[src/pwsmh_pkg.sv]
// Shared types, constants and helpers for the per-word symbol maximum histogram.
package pwsmh_pkg;

    localparam int SYMBOL_COUNT = 222;
    localparam int FIRST_CODE   = 33;
    localparam int COUNT_BITS   = 8;

    localparam int CMD_W  = 2;
    localparam int CODE_W = 8;
    localparam int OUT_W  = 8;
    localparam int IDX_W  = (SYMBOL_COUNT > 1) ? $clog2(SYMBOL_COUNT) : 1;
    localparam int TOT_W  = $clog2(SYMBOL_COUNT + 1);

    typedef logic [COUNT_BITS-1:0] count_t;
    typedef logic [IDX_W-1:0]      idx_t;

    typedef enum logic [CMD_W-1:0] {
        CMD_CHAR  = 2'd0,
        CMD_EOW   = 2'd1,
        CMD_READ  = 2'd2,
        CMD_CLEAR = 2'd3
    } cmd_t;

    typedef struct packed {
        logic ok;
        idx_t idx;
    } idx_info_t;

    // Access request into the count stores.
    typedef struct packed {
        logic   rd_en;
        idx_t   rd_addr;
        idx_t   wr_addr;
        logic   wc_we;
        count_t wc_wdata;
        logic   gm_we;
        count_t gm_wdata;
    } hist_req_t;

    function automatic idx_info_t code_index(input logic [CODE_W-1:0] code);
        logic [CODE_W:0] diff;
        idx_info_t       info;
        diff     = {1'b0, code} - (CODE_W + 1)'(FIRST_CODE);
        info.ok  = (code >= CODE_W'(FIRST_CODE)) && (diff < (CODE_W + 1)'(SYMBOL_COUNT));
        info.idx = diff[IDX_W-1:0];
        return info;
    endfunction

    function automatic logic [OUT_W-1:0] sat_out(input count_t c);
        if (32'(c) > 32'd255) begin
            return '1;
        end
        return OUT_W'(c);
    endfunction

endpackage

[src/pwsmh_hist.sv]
// Word count and global maximum memories.
module pwsmh_hist import pwsmh_pkg::*; (
    input  logic      aclk,
    input  hist_req_t req,
    output count_t    wc_rd,
    output count_t    gm_rd
);

    count_t wc_mem [SYMBOL_COUNT];
    count_t gm_mem [SYMBOL_COUNT];

    count_t wc_q_reg;
    count_t gm_q_reg;

    always_ff @(posedge aclk) begin
        if (req.wc_we) begin
            wc_mem[req.wr_addr] <= req.wc_wdata;
        end
        if (req.gm_we) begin
            gm_mem[req.wr_addr] <= req.gm_wdata;
        end
        if (req.rd_en) begin
            wc_q_reg <= wc_mem[req.rd_addr];
            gm_q_reg <= gm_mem[req.rd_addr];
        end
    end

    assign wc_rd = wc_q_reg;
    assign gm_rd = gm_q_reg;

endmodule

[config.mk]
export PLATFORM = sky130hd
export DESIGN_NAME = pwsmh_hist
export DESIGN_NICKNAME = d
export VERILOG_FILES = /design/src/pwsmh_pkg.sv /design/src/pwsmh_hist.sv
export SDC_FILE = /design/constraint.sdc
export NUM_CORES = 2
export LEC_CHECK = 0
export BUFFER_PORTS_ARGS = -buffer_cell sky130_fd_sc_hd__buf_2
export CORE_MARGIN = 2
export CORE_UTILIZATION = 50
export CTS_CLUSTER_DIAMETER = 60
export DETAILED_ROUTE_END_ITERATION = 8
export PLACE_DENSITY = 0.65
export SLEW_MARGIN = 10
export SYNTH_ARGS = -nofsm -noshare
export SYNTH_HDL_FRONTEND = slang
export SYNTH_SLANG_ARGS = --single-unit
[constraint.sdc]
create_clock -name aclk -period 5.2 [get_ports aclk]
set_input_delay 1.3 -clock aclk [delete_from_list [all_inputs] [get_ports aclk]]
set_output_delay 1.3 -clock aclk [all_outputs]
set_load 0.1 [all_outputs]
* After elaboration in Yosys (flattened, before gate mapping)
Memory sizes are Yosys's and may differ from the RTL's. A register that Yosys moved wholly into a read port is not among the register bits.
Cells that the tools add are included.
** Word-level totals
- Register bits after elaboration :: 0
- RAM bits :: 3552
- Input bits :: 36
- Output and inout port bits :: 16
- Word-level logic and storage cells :: 6
- Memories kept :: 2
** Memories
- gm_mem :: depth 222, width 8, rd ports 1, clocked after Yosys merged registers in 1, write ports 1, RTL line pwsmh_hist.sv:10 : count_t gm_mem [SYMBOL_COUNT];
- wc_mem :: depth 222, width 8, rd ports 1, clocked after Yosys merged registers in 1, write ports 1, RTL line pwsmh_hist.sv:9 : count_t wc_mem [SYMBOL_COUNT];
** Operators by class
- Multiplexer cells :: 4
** Operator list (number)
- 1-bit 2-to-1 mux :: 4

* Longest topological paths before layout
- Word-level depth :: 2
- Depth in mapped cells :: 13
- Mapped depth without buffers :: 7

* Least setup slack after synthesis
Ideal clock, no wire load.
- Path kind :: input to register
- Start point :: input req[26] (netlist name)
- End point :: register gm_q_reg[6] (netlist: gm_rd[6]), read port of gm_mem, data pin
- Setup time :: 279 ps
- Arrival :: 3454 ps
- Required time :: 4921 ps
- Setup slack :: 1468 ps
- Stages :: 12
- Path buffers :: 5
- Cells stage by stage :: buf_6 > buf_6 > buf_6 > buf_2 > buf_4 > mux4_2 > a221oi_1 > o21ai_0 > o21ai_0 > a21boi_0 > o41ai_1 > o221ai_1
** RTL lines
- start: declaration :: RTL line pwsmh_hist.sv:4 : input hist_req_t req,
- end: declaration :: RTL line pwsmh_hist.sv:13 : count_t gm_q_reg;

==> out/metrics.cfg <==
[drt]
m1WireLength_mm=142
routedWlPerCell_um=33.9
drc=0
ant_nets=0
dr_wl_met3_mm=37.4
highest-signal-layer=met5
viasPerCell=6.37
routed_wl_mm=363
drt_iter0_markers=9626
wl_met2_mm=171
vias=68300
first_pass_iters=5

[power]
ir_worst_vdd_v=0.000289
power.total_mw=61.4
p_per_area_nw_per_um2=388
leakagePower_nw=49.7

[synth]
async_flop_share=0
synth_top_area_frac=0.776
yosysTopAreaCell=edfxtp_1
avgSynthCellArea_sq_um=22.5
synth_cell_types=58
synth_seq_area_share=0.776
synth_edf_count=3568
ys_ff_latch=3568
syn_area_sq_um=138000
synthFlopType=edfxtp_1
yosysWarnings=0
synthCells=6149
synth_nets=6185
synth_area_leaders=edfxtp_1 (78%), mux4_2 (16%), nor2_1 (1.3%), mux2i_1 (0.88%), clkbuf_1 (0.44%)

[clocking]
cts_root_buf=clkbuf_16
clockBufferDepth=4
cts_resized=0
clk_pin_slew_ns=0.06
htree_levels=5
cts.sinks=3568
clk_latency_ns=0.91
numCtsBuffers=356
cts_setup_buffers=0
postCtsHoldBufs=0
cts_tree=done

[sta]
clock_skew_ns=0.0609
period_needed_ns=4.37
tightest_slew_ns=1.25
grt_setup_unrepaired=false
tns_ns=0
max_slew_margin=0.165
period_share=0.839
setup_viol=0
hold_viol_final=0
drv_slew=0
fmax_mhz=229

[flow_run]
cap_violations=0

[grt]
grt_pass1_wl_mm=513
grtUsageTotal=0.259
gr-total-overflow=0
grt_max_degree=132
grt_pass1_vias=67800
antenna_found_initial=24

[floorplanning]
io_pins=52
num_rows=192
core_sq_um=274000
start_util=0.504
die_y_um=530
die_area_sq_um=281000
die_w_um=530

[worst_setup_path]
crit_path_end_kind=flip-flop
regToRegEndpoint=gm_rd[6]
critPathLaunch=req[26]
crit_path_end=gm_rd[6]
startpoint_type=input pin
ff2ff_path_depth=7
arrival_ns=4.97
cp.required_ns=5.81
r2r-start=gm_mem[101][6]
rrSetupSlack_ns=1.99
path_max_fanout=54
crit_type=in2reg

[min_path]
hold_class=in2reg

[cells_and_area]
final_cell_mix=edfxtp_1 (3568), mux4_2 (978), nor2_1 (482)
multi_input_area_sq_um=29200
drive_above_1_share=0.308
mostFrequentLayoutCell=edfxtp_1
nNetsFinal=6759
seq_area_sq_um=107000
fillers=19700
syn2layout_area_growth_pct=14.5

[place]
hpwl_mm=227
io_buffers=51
gp_congestion=0.880

[run_status]
status=finished, final reports clean

## cell usage after synthesis (all sizes together) (13+ instances only)
cell / n
mux2i: 121
a221oi: 13
a21oi: 42
nor2b: 42
nand3: 49
nand4: 13
nand2: 136
nor3: 21
a22oi: 35
o21ai: 29
edfxtp: 3568
buf: 207
mux2: 38
a211oi: 37
o22ai: 26
nor2: 486
o221ai: 30
mux4: 978
clkbuf: 162
## worst min-delay path by stage
stage                     depth (start not counted)           from            end
after global placement                            5  wc_mem[73][3]       wc_rd[3]
after global routing                              1         req[0]  gm_mem[17][0]
after CTS                                         1         req[0]  gm_mem[20][0]
after detailed placement                          5  wc_mem[75][3]       wc_rd[3]
after floorplan                                   6  gm_mem[88][4]       gm_rd[4]
final                                             1         req[0]  gm_mem[17][0]
## per-layer routing
| layer | vias to the layer above | GRT usage |
|---|---|---|
| li1 | 27200 | - |
| met1 | 36700 | 0.372 |
| met2 | 3829 | 0.401 |
| met3 | 587 | 0.0548 |
| met4 | 10 | 0.0828 |
| met5 | - | 0.00752 |
## critical path, stage by stage
cell      delay [ns]
buf_12          0.50
buf_12          0.28
buf_4           0.19
mux4_2          0.51
a211oi_1        0.39
a311oi_1        0.17
o41ai_1         1.12
buf_4           0.25
o221ai_1        0.10
## area by class of cell
| cell class | instances | area share |
|---|---|---|
| multi-input cells | 2209 | 0.185 |
| repair buffers | 585 | 0.0335 |
| clock inverters | 240 | 0.0173 |
| flip-flops and latches | 3568 | 0.677 |
| well taps | 3686 | 0.0292 |
| clock buffers | 407 | 0.0579 |
| diodes | 15 | 0.000237 |
| inverters | 3 | 0.000134 |
## sequential cells by signal (all words and copies together) (netlist names)
register and flops:
gm_rd 8, wc_mem 1776, wc_rd 8, gm_mem 1776
## through the flow
| step | hold slack (ns) | utilization | area, sq um | setup slack (ns) | cells |
|---|---|---|---|---|---|
| final | 0.842 | 0.577 | 158000 | 0.835 | 10700 |
| after global routing | 0.874 | 0.577 | 158000 | 0.876 | 10700 |
| after CTS | 0.853 | 0.577 | 158000 | 1.02 | 10700 |
| after detailed placement | 1.05 | 0.533 | 146000 | 0.0889 | 10100 |
| after global placement | 1.05 | 0.533 | 146000 | 0.0404 | 10100 |
| after floorplan | 0.837 | - | 138000 | 1.47 | 6149 |
## kinds of logic after synthesis
| family | Yosys count | synth area share |
|---|---|---|
| flip-flops | 3568 | 0.776 |
| multiplexers | 1137 | 0.171 |
| AND/OR/NAND/NOR | 787 | 0.0239 |
| buffers and inverters | 372 | 0.0144 |
| AO/OA/AOI/OAI | 285 | 0.0148 |
## power by group
part	switching, mW	leakage, nW	total, mW	internal (mW)
clock network	10.9	5.81	26.4	15.5
logic	2.09	11.8	3.23	1.14
registers	0.0466	32.1	31.8	31.7
Note: power is estimated with default switching activity, not from simulation.
